--- config.mk ---
export PLATFORM = sky130hd
export DESIGN_NAME = infix_add_sub_paren_evaluator_core
export DESIGN_NICKNAME = d
export VERILOG_FILES = /design/src/rtl/iape_pkg.sv /design/src/rtl/iape_front.sv /design/src/rtl/iape_cmd_fifo.sv /design/src/rtl/iape_back.sv /design/src/rtl/infix_add_sub_paren_evaluator_core.sv
export SDC_FILE = /design/constraint.sdc
export NUM_CORES = 2
export LEC_CHECK = 0
export ABC_CLOCK_PERIOD_IN_PS = 6550
export BUFFER_PORTS_ARGS = -buffer_cell sky130_fd_sc_hd__clkbuf_2
export CAP_MARGIN = 20
export CORE_ASPECT_RATIO = 0.8
export CORE_UTILIZATION = 57
export DETAILED_ROUTE_END_ITERATION = 12
export HOLD_SLACK_MARGIN = 0.1
export PLACE_DENSITY = 0.76
export SYNTH_ARGS = -nofsm -noshare
export SYNTH_HDL_FRONTEND = slang
export SYNTH_SLANG_ARGS = --single-unit
--- constraint.sdc ---
create_clock -name clock -period 6.55 [get_ports clock]
set_input_delay 1.31 -clock clock [delete_from_list [all_inputs] [get_ports clock]]
set_output_delay 1.31 -clock clock [all_outputs]
set_load 0.03 [all_outputs]
--- src/rtl/iape_pkg.sv ---
// Shared types and constants of the infix add/subtract evaluator.
// Used by the front decoder, the command queue and the execution back end.
package iape_pkg;

   // Character codes the decoder recognizes.
   localparam logic [7:0] CHAR_ZERO   = 8'h30;
   localparam logic [7:0] CHAR_NINE   = 8'h39;
   localparam logic [7:0] CHAR_PLUS   = 8'h2B;
   localparam logic [7:0] CHAR_MINUS  = 8'h2D;
   localparam logic [7:0] CHAR_LPAREN = 8'h28;
   localparam logic [7:0] CHAR_RPAREN = 8'h29;
   localparam logic [7:0] CHAR_SPACE  = 8'h20;

   // Decimal radix for number accumulation.
   localparam logic [31:0] DEC_BASE = 32'd10;

   // Operator stack codes.
   localparam logic OP_PLUS  = 1'b0;
   localparam logic OP_MINUS = 1'b1;

   // Command queue geometry.
   localparam int unsigned CMD_FIFO_DEPTH = 4;
   localparam int unsigned CMD_PTR_W      = $clog2(CMD_FIFO_DEPTH);
   localparam int unsigned CMD_CNT_W      = $clog2(CMD_FIFO_DEPTH + 1);

   // Stack work that one character asks of the back end, in execution order:
   // operand push (with optional reduce), operator push, second reduce, emit.
   typedef struct packed {
      logic        push;
      logic [31:0] value;
      logic        red1;
      logic        op_push;
      logic        op_minus;
      logic        red2;
      logic        emit;
   } cmd_type;

endpackage

--- src/rtl/iape_front.sv ---
// Front end: parses characters, accumulates numbers and issues stack commands.
// Depends on iape_pkg for character codes and the command type.
module iape_front (
   input  logic               clock,
   input  logic               reset,
   input  logic               req_push,
   input  logic [7:0]         req_char_code,
   input  logic               req_is_last,
   input  logic               fifo_full,
   output logic               req_full,
   output logic               cmd_valid,
   output iape_pkg::cmd_type  cmd
);

   typedef enum logic [1:0] {
      MODE_BEGIN,
      MODE_NUMBER,
      MODE_OPERATOR
   } mode_type;

   mode_type    mode_ff, mode_in;
   logic [31:0] acc_ff, acc_in;
   logic        pending_ff, pending_in;

   logic        accept;
   logic        is_digit;
   logic [7:0]  digit_off;
   logic [31:0] acc_digit;
   mode_type    eff_mode;
   logic        has_work;

   // A beat is taken whenever the command queue has room.
   assign req_full = fifo_full;
   assign accept   = req_push && !fifo_full;

   assign is_digit  = (req_char_code >= iape_pkg::CHAR_ZERO) &&
                      (req_char_code <= iape_pkg::CHAR_NINE);
   assign digit_off = req_char_code - iape_pkg::CHAR_ZERO;
   assign acc_digit = (acc_ff * iape_pkg::DEC_BASE) + {28'd0, digit_off[3:0]};

   // Parse one character and build the command for the back end.
   always_comb begin
      mode_in    = mode_ff;
      acc_in     = acc_ff;
      pending_in = pending_ff;
      cmd        = '0;

      // The begin mode (and the unused code) resolves at once from the character.
      unique case (mode_ff)
         MODE_NUMBER:   eff_mode = MODE_NUMBER;
         MODE_OPERATOR: eff_mode = MODE_OPERATOR;
         default:       eff_mode = is_digit ? MODE_NUMBER : MODE_OPERATOR;
      endcase

      if (req_char_code != iape_pkg::CHAR_SPACE) begin
         if (is_digit) begin
            mode_in = MODE_NUMBER;
            acc_in  = acc_digit;
         end else begin
            mode_in = MODE_OPERATOR;
            // A non-digit closes a number under way.
            if (eff_mode == MODE_NUMBER) begin
               cmd.push  = 1'b1;
               cmd.value = acc_ff;
               cmd.red1  = pending_ff;
               acc_in    = '0;
            end
            unique case (req_char_code)
               iape_pkg::CHAR_PLUS: begin
                  cmd.op_push  = 1'b1;
                  cmd.op_minus = iape_pkg::OP_PLUS;
                  pending_in   = 1'b1;
               end
               iape_pkg::CHAR_MINUS: begin
                  cmd.op_push  = 1'b1;
                  cmd.op_minus = iape_pkg::OP_MINUS;
                  pending_in   = 1'b1;
               end
               iape_pkg::CHAR_LPAREN: begin
                  pending_in = 1'b0;
                  mode_in    = MODE_NUMBER;
               end
               iape_pkg::CHAR_RPAREN: begin
                  cmd.red2 = 1'b1;
               end
               default: begin
               end
            endcase
         end
      end

      // The last character flushes a nonzero number and asks for the result.
      if (req_is_last) begin
         if (acc_in != '0) begin
            cmd.push  = 1'b1;
            cmd.value = acc_in;
            cmd.red1  = 1'b1;
         end
         cmd.emit   = 1'b1;
         mode_in    = MODE_BEGIN;
         acc_in     = '0;
         pending_in = 1'b0;
      end
   end

   assign has_work  = cmd.push | cmd.op_push | cmd.red2 | cmd.emit;
   assign cmd_valid = accept && has_work;

   // Parser state.
   always_ff @(posedge clock) begin
      if (reset) begin
         mode_ff    <= MODE_BEGIN;
         acc_ff     <= '0;
         pending_ff <= 1'b0;
      end else if (accept) begin
         mode_ff    <= mode_in;
         acc_ff     <= acc_in;
         pending_ff <= pending_in;
      end
   end

endmodule

--- src/rtl/iape_cmd_fifo.sv ---
// Short command queue between the front decoder and the back end.
// Depends on iape_pkg for the command type and queue geometry.
module iape_cmd_fifo (
   input  logic               clock,
   input  logic               reset,
   input  logic               wr_en,
   input  iape_pkg::cmd_type  wr_cmd,
   output logic               full,
   input  logic               rd_en,
   output logic               head_valid,
   output iape_pkg::cmd_type  head_cmd
);

   iape_pkg::cmd_type                      entry_ff [iape_pkg::CMD_FIFO_DEPTH];
   logic [iape_pkg::CMD_PTR_W-1:0]         wr_ptr_ff, wr_ptr_in;
   logic [iape_pkg::CMD_PTR_W-1:0]         rd_ptr_ff, rd_ptr_in;
   logic [iape_pkg::CMD_CNT_W-1:0]         count_ff, count_in;

   assign full       = (count_ff == iape_pkg::CMD_CNT_W'(iape_pkg::CMD_FIFO_DEPTH));
   assign head_valid = (count_ff != '0);
   assign head_cmd   = entry_ff[rd_ptr_ff];

   // Pointer and fill count updates.
   always_comb begin
      wr_ptr_in = wr_ptr_ff;
      rd_ptr_in = rd_ptr_ff;
      count_in  = count_ff;
      if (wr_en) begin
         wr_ptr_in = wr_ptr_ff + 1'b1;
      end
      if (rd_en) begin
         rd_ptr_in = rd_ptr_ff + 1'b1;
      end
      if (wr_en && !rd_en) begin
         count_in = count_ff + 1'b1;
      end else if (!wr_en && rd_en) begin
         count_in = count_ff - 1'b1;
      end
   end

   always_ff @(posedge clock) begin
      if (reset) begin
         wr_ptr_ff <= '0;
         rd_ptr_ff <= '0;
         count_ff  <= '0;
      end else begin
         wr_ptr_ff <= wr_ptr_in;
         rd_ptr_ff <= rd_ptr_in;
         count_ff  <= count_in;
      end
   end

   // Queue storage.
   always_ff @(posedge clock) begin
      if (wr_en) begin
         entry_ff[wr_ptr_ff] <= wr_cmd;
      end
   end

endmodule

--- src/rtl/iape_back.sv ---
// Back end: operand and operator stacks with cached tops, adder and result register.
// Depends on iape_pkg for the command type and operator codes.
module iape_back #(
   parameter int unsigned STACK_DEPTH = 32
) (
   input  logic               clock,
   input  logic               reset,
   input  logic               cmd_valid,
   input  iape_pkg::cmd_type  cmd,
   output logic               cmd_pop,
   output logic               rsp_empty,
   input  logic               rsp_pop,
   output logic signed [31:0] rsp_value,
   output logic               rsp_error
);

   localparam int unsigned CW = $clog2(STACK_DEPTH + 1);
   localparam int unsigned AW = $clog2(STACK_DEPTH);

   // Operand stack: two cached tops plus memory for deeper entries.
   logic [31:0]   top0_ff, top0_in;
   logic [31:0]   top1_ff, top1_in;
   logic [CW-1:0] cnt_ff, cnt_in;
   logic [31:0]   omem [STACK_DEPTH];
   logic [31:0]   ord_ff;
   logic          owe;
   logic [AW-1:0] owaddr;
   logic [AW-1:0] ordaddr;
   logic [CW-1:0] ord_cnt;

   // Operator stack: cached top plus memory for deeper entries.
   logic          optop_ff, optop_in;
   logic [CW-1:0] opc_ff, opc_in;
   logic          opmem [STACK_DEPTH];
   logic          oprd_ff;
   logic          opwe;
   logic [AW-1:0] opwaddr;
   logic [AW-1:0] oprdaddr;
   logic [CW-1:0] oprd_cnt;

   logic          ovf_ff, ovf_in;
   logic          phase_ff, phase_in;

   logic          out_valid_ff, out_valid_in;
   logic [31:0]   out_value_ff, out_value_in;
   logic          out_error_ff, out_error_in;

   logic          has_a, has_b, do_a, do_b, fin, out_ready, go, emit_now;
   logic          can_reduce, sel_fused, pop_op, push_op;
   logic [31:0]   alu_lhs, alu_rhs, alu_out;

   // Phase sequencing: part A is the operand and operator push, part B the
   // closing-parenthesis reduce.
   assign has_a     = cmd.push | cmd.op_push;
   assign has_b     = cmd.red2;
   assign do_a      = !phase_ff && has_a;
   assign do_b      = has_b && (phase_ff || !has_a);
   assign fin       = !(do_a && has_b);
   assign out_ready = !out_valid_ff || rsp_pop;
   assign go        = cmd_valid && (!(fin && cmd.emit) || out_ready);
   assign emit_now  = go && fin && cmd.emit;
   assign cmd_pop   = go && fin;

   assign can_reduce = (cnt_ff >= CW'(2)) && (opc_ff != '0);

   // A fused push-and-reduce applies the top operator to the top and the incoming value straight away.
   assign sel_fused = do_a && cmd.push && cmd.red1 && (cnt_ff != CW'(STACK_DEPTH)) &&
                      (cnt_ff != '0) && (opc_ff != '0);
   assign alu_lhs   = sel_fused ? top0_ff : top1_ff;
   assign alu_rhs   = sel_fused ? cmd.value : top0_ff;
   assign alu_out   = (optop_ff == iape_pkg::OP_MINUS) ? (alu_lhs - alu_rhs)
                                                        : (alu_lhs + alu_rhs);

   // Next state of both stacks for the step taken this cycle.
   always_comb begin
      top0_in      = top0_ff;
      top1_in      = top1_ff;
      cnt_in       = cnt_ff;
      optop_in     = optop_ff;
      opc_in       = opc_ff;
      ovf_in       = ovf_ff;
      phase_in     = phase_ff;
      owe          = 1'b0;
      owaddr       = AW'(cnt_ff - CW'(2));
      opwe         = 1'b0;
      opwaddr      = AW'(opc_ff - CW'(1));
      pop_op       = 1'b0;
      push_op      = 1'b0;
      out_value_in = out_value_ff;
      out_error_in = out_error_ff;

      if (go) begin
         phase_in = !fin;
         if (do_a) begin
            if (cmd.push) begin
               if (cnt_ff == CW'(STACK_DEPTH)) begin
                  // Push refused; a requested reduce still runs on the stack.
                  ovf_in = 1'b1;
                  if (cmd.red1 && can_reduce) begin
                     top0_in = alu_out;
                     top1_in = ord_ff;
                     cnt_in  = cnt_ff - CW'(1);
                     pop_op  = 1'b1;
                  end
               end else if (sel_fused) begin
                  top0_in = alu_out;
                  pop_op  = 1'b1;
               end else begin
                  top1_in = top0_ff;
                  top0_in = cmd.value;
                  cnt_in  = cnt_ff + CW'(1);
                  owe     = (cnt_ff >= CW'(2));
               end
            end
            push_op = cmd.op_push;
         end else if (do_b) begin
            if (can_reduce) begin
               top0_in = alu_out;
               top1_in = ord_ff;
               cnt_in  = cnt_ff - CW'(1);
               pop_op  = 1'b1;
            end
         end

         // Operator stack update.
         if (push_op && pop_op) begin
            optop_in = cmd.op_minus;
         end else if (pop_op) begin
            optop_in = oprd_ff;
            opc_in   = opc_ff - CW'(1);
         end else if (push_op) begin
            if (opc_ff == CW'(STACK_DEPTH)) begin
               ovf_in = 1'b1;
            end else begin
               opwe     = (opc_ff != '0);
               optop_in = cmd.op_minus;
               opc_in   = opc_ff + CW'(1);
            end
         end

         // Result capture, then the stacks empty for the next expression.
         if (emit_now) begin
            out_value_in = (cnt_in != '0) ? top0_in : '0;
            out_error_in = ovf_in;
            cnt_in       = '0;
            opc_in       = '0;
            ovf_in       = 1'b0;
         end
      end
   end

   // The prefetch registers always hold the entry just below the cached tops.
   assign ord_cnt  = cnt_in - CW'(3);
   assign ordaddr  = ord_cnt[AW-1:0];
   assign oprd_cnt = opc_in - CW'(2);
   assign oprdaddr = oprd_cnt[AW-1:0];

   // Operand memory with a registered, forwarded read.
   always_ff @(posedge clock) begin
      if (owe) begin
         omem[owaddr] <= top1_ff;
      end
      if (owe && (owaddr == ordaddr)) begin
         ord_ff <= top1_ff;
      end else begin
         ord_ff <= omem[ordaddr];
      end
   end

   // Operator memory with a registered, forwarded read.
   always_ff @(posedge clock) begin
      if (opwe) begin
         opmem[opwaddr] <= optop_ff;
      end
      if (opwe && (opwaddr == oprdaddr)) begin
         oprd_ff <= optop_ff;
      end else begin
         oprd_ff <= opmem[oprdaddr];
      end
   end

   // Output register valid flag.
   always_comb begin
      out_valid_in = out_valid_ff;
      if (emit_now) begin
         out_valid_in = 1'b1;
      end else if (rsp_pop) begin
         out_valid_in = 1'b0;
      end
   end

   // Control state.
   always_ff @(posedge clock) begin
      if (reset) begin
         cnt_ff       <= '0;
         opc_ff       <= '0;
         ovf_ff       <= 1'b0;
         phase_ff     <= 1'b0;
         out_valid_ff <= 1'b0;
      end else begin
         cnt_ff       <= cnt_in;
         opc_ff       <= opc_in;
         ovf_ff       <= ovf_in;
         phase_ff     <= phase_in;
         out_valid_ff <= out_valid_in;
      end
   end

   // Cached tops and result payload.
   always_ff @(posedge clock) begin
      top0_ff      <= top0_in;
      top1_ff      <= top1_in;
      optop_ff     <= optop_in;
      out_value_ff <= out_value_in;
      out_error_ff <= out_error_in;
   end

   assign rsp_empty = !out_valid_ff;
   assign rsp_value = $signed(out_value_ff);
   assign rsp_error = out_error_ff;

endmodule

--- src/rtl/infix_add_sub_paren_evaluator_core.sv ---
// Infix add/subtract evaluator with parentheses, one character per beat.
// Built from iape_front, iape_cmd_fifo and iape_back; uses iape_pkg.
//
// Usage: characters of an expression enter on the request queue port
// (req_push / req_full) with req_is_last marking the final one. One result
// per expression leaves on the response queue port (rsp_empty / rsp_pop) as
// rsp_value (32-bit two's complement, wrapping) and rsp_error (a stack ran
// out of room during the expression).
// The front takes one beat per cycle while the four-entry command queue has
// room; digits and spaces cost the back end nothing. The back end runs the push
// part of a command and then, when a ')' also closes a number, its reduce part
// as a separate step, so the sustained rate is one character per cycle for
// typical input and the queue absorbs the extra step of a closing parenthesis.
// With nothing queued ahead, the last character's command passes through the
// queue to the back end, which loads the result register. The result register
// holds one answer; while it is not popped the back end keeps working until it
// needs to emit again, then the queue fills and req_full rises.
// Reset clears the parser, the queue, both stack counts and the result valid
// flag; stack memories are not cleared.
module infix_add_sub_paren_evaluator_core #(
   parameter int unsigned STACK_DEPTH = 32
) (
   input  logic               clock,
   input  logic               reset,
   input  logic               req_push,
   output logic               req_full,
   input  logic [7:0]         req_char_code,
   input  logic               req_is_last,
   output logic               rsp_empty,
   input  logic               rsp_pop,
   output logic signed [31:0] rsp_value,
   output logic               rsp_error
);

   iape_pkg::cmd_type front_cmd;
   iape_pkg::cmd_type head_cmd;
   logic              front_valid;
   logic              fifo_full;
   logic              head_valid;
   logic              head_pop;

   // Character parser.
   iape_front u_front (
      .clock         (clock),
      .reset         (reset),
      .req_push      (req_push),
      .req_char_code (req_char_code),
      .req_is_last   (req_is_last),
      .fifo_full     (fifo_full),
      .req_full      (req_full),
      .cmd_valid     (front_valid),
      .cmd           (front_cmd)
   );

   // Decoupling queue.
   iape_cmd_fifo u_fifo (
      .clock      (clock),
      .reset      (reset),
      .wr_en      (front_valid),
      .wr_cmd     (front_cmd),
      .full       (fifo_full),
      .rd_en      (head_pop),
      .head_valid (head_valid),
      .head_cmd   (head_cmd)
   );

   // Stack execution and result register.
   iape_back #(
      .STACK_DEPTH (STACK_DEPTH)
   ) u_back (
      .clock     (clock),
      .reset     (reset),
      .cmd_valid (head_valid),
      .cmd       (head_cmd),
      .cmd_pop   (head_pop),
      .rsp_empty (rsp_empty),
      .rsp_pop   (rsp_pop),
      .rsp_value (rsp_value),
      .rsp_error (rsp_error)
   );

endmodule

Word-level counts from Yosys, hierarchy flattened
Memory sizes are Yosys's and may differ from the RTL's. A register that Yosys moved wholly into a read port is not among the register bits.
Cells that the tools add are included.
{"block": "totals", "regBits": 155, "input_bits": 13, "ram_bits": 1208, "latch_bits": 0, "mem_bits_ro": 0, "mem_count": 3, "word_cells": 207}
{"block": "classes", "muxes": 99, "shift": 0, "div_mod_pow": 0, "multipliers": 1, "add_sub_neg": 15, "magnitude_cmp": 3, "bitwise": 4, "reduce_logical": 49, "n_eq_ne": 17}
{"name": "u_back.omem", "words": 32, "width": 32, "read_ports": 1, "rd_ports_with_merged_regs": 1, "wr": 1, "line_no": "iape_back.sv:24", "rtl": "logic [31:0] omem [STACK_DEPTH];"}
{"name": "u_fifo.entry_ff", "words": 4, "width": 38, "read_ports": 1, "rd_ports_with_merged_regs": 1, "wr": 1, "line_no": "iape_cmd_fifo.sv:14", "rtl": "iape_pkg::cmd_type entry_ff [iape_pkg::CMD_FIFO_DEPTH];"}
{"name": "u_back.opmem", "words": 32, "width": 1, "read_ports": 1, "rd_ports_with_merged_regs": 1, "wr": 1, "line_no": "iape_back.sv:34", "rtl": "logic opmem [STACK_DEPTH];"}
{"op": "$mux 32", "n": 21}
{"op": "$mux 34", "n": 3}
{"op": "$mux 6", "n": 16}
{"op": "$mux 37", "n": 2}
{"op": "$mux 1", "n": 45}
{"op": "$add 32x32->32", "n": 1}
{"op": "$add 32x4->32", "n": 1}
{"op": "$eq 8x6->1 const B", "n": 4}
{"op": "$mul 32x3->31 const B", "n": 1}
{"op": "$reduce_bool 32->1", "n": 1}
{"op": "$sub 32x32->32", "n": 1}
{"op": "$logic_and 1x1->1", "n": 20}
{"op": "$reduce_bool 6->1", "n": 3}
{"op": "$sub 5x2->5 const B", "n": 3}
{"op": "$mux 2", "n": 7}
{"op": "$add 6x1->6 const B", "n": 2}
{"op": "$eq 6x6->1 const B", "n": 2}
{"op": "$sub 6x1->6 const B", "n": 2}
{"op": "$reduce_bool 2->1", "n": 5}
{"op": "$reduce_bool 3->1", "n": 3}
{"op": "$ge 8x6->1 const B", "n": 1}
{"op": "$le 8x6->1 const B", "n": 1}
{"op": "$logic_not 1->1", "n": 8}
{"op": "$ne 8x6->1 const B", "n": 1}
{"op": "23 further kinds", "n": 34}

Depth between registers and ports, before layout
{"block": "depth", "word_depth": 19, "depth_mapped": 31, "mapped_depth_nobuf": 25}

By module
Synthesis repeated with hierarchy kept, for this count alone.
{"block": "hier_totals", "hier_cells": 3726, "hier_area_um2": 61102.4}
{"mod": "iape_back", "seq_area_each_um2": 35153.7, "n_inst": 1, "cells_per_inst": 2716, "area_each_um2": 49612.6}
{"mod": "iape_cmd_fifo", "seq_area_each_um2": 4744.6, "n_inst": 1, "cells_per_inst": 242, "area_each_um2": 5928.2}
{"mod": "iape_front", "seq_area_each_um2": 700.7, "n_inst": 1, "cells_per_inst": 768, "area_each_um2": 5561.6}

Worst setup path before layout
OpenSTA, ideal clock, no wires.
{"block": "synth_timing", "kind": "register to register", "from": "reg u_back.opc_ff[0]", "to": "reg u_back.out_value_ff[23] (netlist: u_back.rsp_value[23]), data pin", "stages_incl_launch_ff": 29, "path_buffers": 6, "t_required_ns": 6.284, "setup_slack_ns": -0.543, "arrival_time_ns": 6.827, "setup_ns": 0.266, "period_less_slack_ns": 7.093, "path_cell_list": "dfxtp_1 > clkbuf_1 > inv_1 > ha_1 > clkbuf_1 > nand2b_1 > nor4_1 > nor4b_1 > clkbuf_1 > buf_1 > clkbuf_1 > clkbuf_1 > mux2i_1 > ha_1 > o21ai_0 > ha_1 > nor2b_1 > o21ai_0 > a21boi_0 > o21a_1 > o21ai_0 > o31a_1 > a31o_2 > a21boi_0 > or3_1 > a31oi_1 > o21ai_0 > a221oi_1 > nor2_1"}
{"block": "synth_between", "elab_chain_cells": 9}
{"item": "start: declaration", "line_no": "iape_back.sv:33", "rtl": "logic [CW-1:0] opc_ff, opc_in;"}
{"item": "start signal: assignment", "line_no": "iape_back.sv:202", "rtl": "opc_ff <= opc_in;"}
{"item": "$reduce_bool 6->1 *", "line_no": "iape_back.sv:64, iape_back.sv:68"}
{"item": "$logic_and 1x1->1 (on tied branches)", "line_no": "iape_back.sv:68, iape_back.sv:64"}
{"item": "$mux 32 (tied with other cells)", "line_no": "iape_back.sv:69", "rtl": "assign alu_lhs = sel_fused ? top0_ff : top1_ff;"}
{"item": "$add 32x32->32 (tied with other cells)", "line_no": "iape_back.sv:72", "rtl": ": (alu_lhs + alu_rhs);"}
{"item": "$mux 32 or $mux 6 (tied branches)", "line_no": "iape_back.sv:71, iape_back.sv:96"}
{"item": "$mux 32 (tied with other cells)", "line_no": "iape_back.sv:105", "rtl": "end else if (sel_fused) begin"}
{"item": "$mux 32 or $mux 6 (tied branches)", "line_no": "iape_back.sv:96, iape_back.sv:94"}
{"item": "$mux 32 or $mux 6 (tied branches)", "line_no": "iape_back.sv:95, iape_back.sv:92"}
{"item": "$mux 32 or $reduce_bool 6->1 (tied branches)", "line_no": "iape_back.sv:94, iape_back.sv:143"}
{"item": "end signal: assignment", "line_no": "iape_back.sv:214", "rtl": "out_value_ff <= out_value_in;"}
{"item": "end: declaration", "line_no": "iape_back.sv:45", "rtl": "logic [31:0] out_value_ff, out_value_in;"}
Every way passes the cells marked *; elsewhere a longest branch is shown, timed or not. The select of a mux whose other input is x is not followed.
A chain may end at the register's enable or synchronous reset.

==> impl_metrics.yaml <==
status:
  status: "complete, no violations"
routing:
  drt_pass1_iterations: 6
  detailedRoute.firstIterationViolations: 5025
  sum_of_routed_wire_length_over_all_layers_um: 156800
  detail_route.drc_violations: 0
  via_count_of_the_routed_design: 35420
  viasPerCell: 6.737
  route.antenna.remaining_nets: 0
  avgRoutedWirePerCell_um: 29.82
timing:
  timing.slew.headroom_pct: 20.35
  timing_hold_violations_final: 0
  slew_viol_final: 0
  min_period_ns: 6.076
  max_freq_mhz: 164.6
  tightest_slew_ns: 1.195
  rsz0062_at_grt: "false"
  hold_ws_ns: 0.4586
  fin_worst_skew_ns: 0.03587
  setup_viol_count_final: 0
  finalCritPeriodShare_pct: 92.76
  tns_ns: 0
clock_network:
  post_cts.repair.setup_buffers: 0
  ctsResizeCount: 0
  cts_inserted_buffers: 131
  cts.reportedPaths.clkPinSlew_ns: 0.06
  clock_insertion_delay_worst_skew_ns: 0.74
  cts-hold-fix-buffers: 0
  cts_tree: "yes"
  cts.htree.levels: 4
  clk_path_buf_depth: 3
  cts.root.buffer_cell: "clkbuf_16"
  cts.sinks: 1375
logic_synthesis:
  synth-xor-area-share_pct: 1.650
  synth_simple_gate_area_share_pct: 6.086
  syn-mean-instance-area_um2: 16.55
  async_reset_ff_share_pct: 0
  synth_area_um2: 60520
  ys_dominant_reg_cell: "edfxtp_1"
  combinational_family_with_the_most_area_after_synthesis: "multiplexers"
  syn-instance-count: 3656
  synth.ff_latch_count: 1375
  mappedNetlistNets: 3786
  yosys.cell_types.count: 95
  muxShareOfSynthArea_pct: 14.87
  synth-compound-area-share_pct: 6.198
  ys_seq_area_share_pct: 67.08
  synth_edf_count: 1306
  yosys_warnings: 0
  area_share_of_fa_ha_maj_cells_after_synthesis_pct: 2.468
power_and_ir_drop:
  irDropWorstVdd_uv: 352.7
  p_leak_nw: 22.65
  cellPowerDensity_nw_per_um2: 444.6
layout:
  final_cell_area_um2: 67540
  final-instance-count-excl-fill: 5257
  nets: 3883
  area_delta_synth_final_pct: 11.60
  final_layout_size_suffix_gt1_share_pct: 21.05
  n_fill_cell: 6867
  finalCoreUtilization_pct: 64.38
setup_path:
  timing.critical_path.slowest_cell_delay_ns: 0.60
  wp_data_arrival_ns: 6.51
  worst_setup_slack_for_register_to_register_paths_ns: 0.47
  crit_fanout: 7
  worst-endpoint-required_ns: 6.98
  critPathSlowestCell: "or4_4"
  crit-reg2reg-launch: "u_front.acc_ff[1]"
  crit_path_end: "u_fifo.entry_ff[0][23]"
  worstPathCellList: "ha_1 -> ha_1 -> inv_1 -> fa_1 -> nand2b_1 -> a21oi_2 -> o211ai_1 -> a211oi_1 -> nor4b_4 -> nand4_2 -> or4_1 -> a32o_1 -> a211o_1 -> or4b_1 -> or4_4 -> o21ai_2 -> o211ai_1"
  timing_worst_setup_path_type: "flip-flop to flip-flop"
  cp-start-kind: "flip-flop"
  r2r_end: "u_fifo.entry_ff[0][23]"
  r2r_cells: 17
  critPathCaptureType: "flip-flop"
  cp-startpoint: "u_front.acc_ff[1]"
global_routing:
  grt_pass1_vias: 33840
  overflow: 0
  groute.usage.overall_pct: 29.16
  grt_max_degree: 115
  antenna_violations_before_repair: 2
  global_route_wire_length_before_repair_um: 227800
floorplan:
  core_area_um2: 104900
  boundaryPins: 48
  core.rowCount: 106
  die_area_um2: 107500
  die-height_um: 293.5
  starting_density_of_the_core_pct: 57.69
  overall_die_width_um: 366.3
placement:
  detailed_place.area_um2: 62970
  finalWeightedCongestion: 0.9349
  port_buffers: 47
  numPlacedInstances: 5013
  total_half_perimeter_wirelength_after_legalization_and_detailed_placement_um: 91890
run:
  drv_cap: 0
min_path:
  hold_path_class: "flip-flop to flip-flop"
## where the power goes
group	internal [W]	leakage, nW	switching (W)
sequential	0.0114	12.5	0.00130
clock	0.00433	2.10	0.00328
combinational	0.00395	8.07	0.00579
## state kept, by name (all words and copies together), names as in the netlist, 2 cells and up, named ones only
name and cells:
u_back.omem 1024, u_fifo.entry_ff 152, u_back.opmem 32, u_back.rsp_value 32, u_back.top0_ff 32, u_back.top1_ff 32, u_front.acc_ff 32, u_back.cnt_ff 6
u_back.opc_ff 6, u_fifo.count_ff 3, u_fifo.rd_ptr_ff 2, u_fifo.wr_ptr_ff 2, u_front.mode_ff 2
## cell usage in the layout, fill, tap and decap left out, types with 72 or more instances in the layout
master,count
mux2i_1,72
ha_1,113
edfxtp_1,1306
clkbuf_16,137
nor2_1,274
a21oi_1,158
nand2_1,230
mux4_2,367
o21ai_0,90
buf_4,88
## metrics by stage
stage | setup WS, ns | total power (W)
after floorplan | 0.03627 | 0.01892
after global placement | 0.5212 | 0.02195
after detailed placement | 0.3340 | 0.02213
after CTS | 0.1976 | 0.02973
after global routing | 0.1296 | 0.03112
final | 0.4742 | 0.03003
## Yosys cell counts, drive strengths merged, types with 9 or more instances
cell    count  area share (%)
a211oi     14            0.20
a21o       22            0.27
a21oi     161             1.3
a221oi     21            0.30
a22o       33            0.48
a22oi      42            0.52
a31oi      14            0.14
and2       21            0.22
and3       21            0.22
buf        50            0.34
clkbuf    144            0.89
dfxtp      69             2.3
edfxtp   1306              65
ha        113             2.3
inv        66            0.41
mux2i      72             1.2
mux4      367              14
nand2     231             1.4
nand2b     20            0.21
nand3      44            0.36
nand4       9            0.10
nor2      308             1.9
nor2b       9           0.093
nor3       44            0.37
nor3b      15            0.19
nor4       11            0.11
o211ai     21            0.26
o21a       15            0.19
o21ai      96            0.81
o31ai      11            0.14
or3        20            0.21
or4        11            0.14
xnor2      49            0.71
xor2       65            0.94
## worst min path at each step
stage	end	cells past startpoint	start
2_1_floorplan	u_back.ovf_ff	2	u_back.ovf_ff
3_3_place_gp	u_back.ovf_ff	2	u_back.ovf_ff
3_5_place_dp	u_back.ovf_ff	2	u_back.ovf_ff
4_1_cts	u_back.ovf_ff	2	u_back.ovf_ff
5_1_grt	u_back.ovf_ff	2	u_back.ovf_ff
6_report	u_back.ovf_ff	2	u_back.ovf_ff
## layout make-up
cell class              instances  area [µm²]  share of cell area (%)
flip-flops and latches       1375       40620                   60.14
multi-input cells            2020       19220                   28.46
clock buffers                 159        3531                   5.227
well taps                    1404        1757                   2.601
repair buffers                158        1411                   2.090
clock inverters                73       750.7                   1.111
inverters                      67       251.5                  0.3723
diodes                          1       2.502                0.003705
## routing by layer
layer | track usage [%] | routed length, µm | up-vias
li1 | - | - | 14860
met1 | 42.31 | 62510 | 18060
met2 | 43.98 | 71710 | 2236
met3 | 7.412 | 18080 | 264
met4 | 8.725 | 4472 | 2
met5 | 0 | 12 | -
## logic make-up after synthesis
kind of cell | count (synthesis)
AOI/OAI and AO/OA | 550
xor gates and xnor gates | 114
buffers and inverters | 261
muxes | 440
adders and majority gates | 117
DFF | 1375
and+or+nand+nor | 799
## critical path: cells and delay by family, from the launching register on
family | cells | cell delay, ns
AOI/OAI and AO/OA | 7 | 1.85
adders and majority gates | 3 | 0.95
buffers and inverters | 1 | 0.07
DFF | 1 | 0.40
and+or+nand+nor | 6 | 2.49
Power figures use the tool's default switching activity.
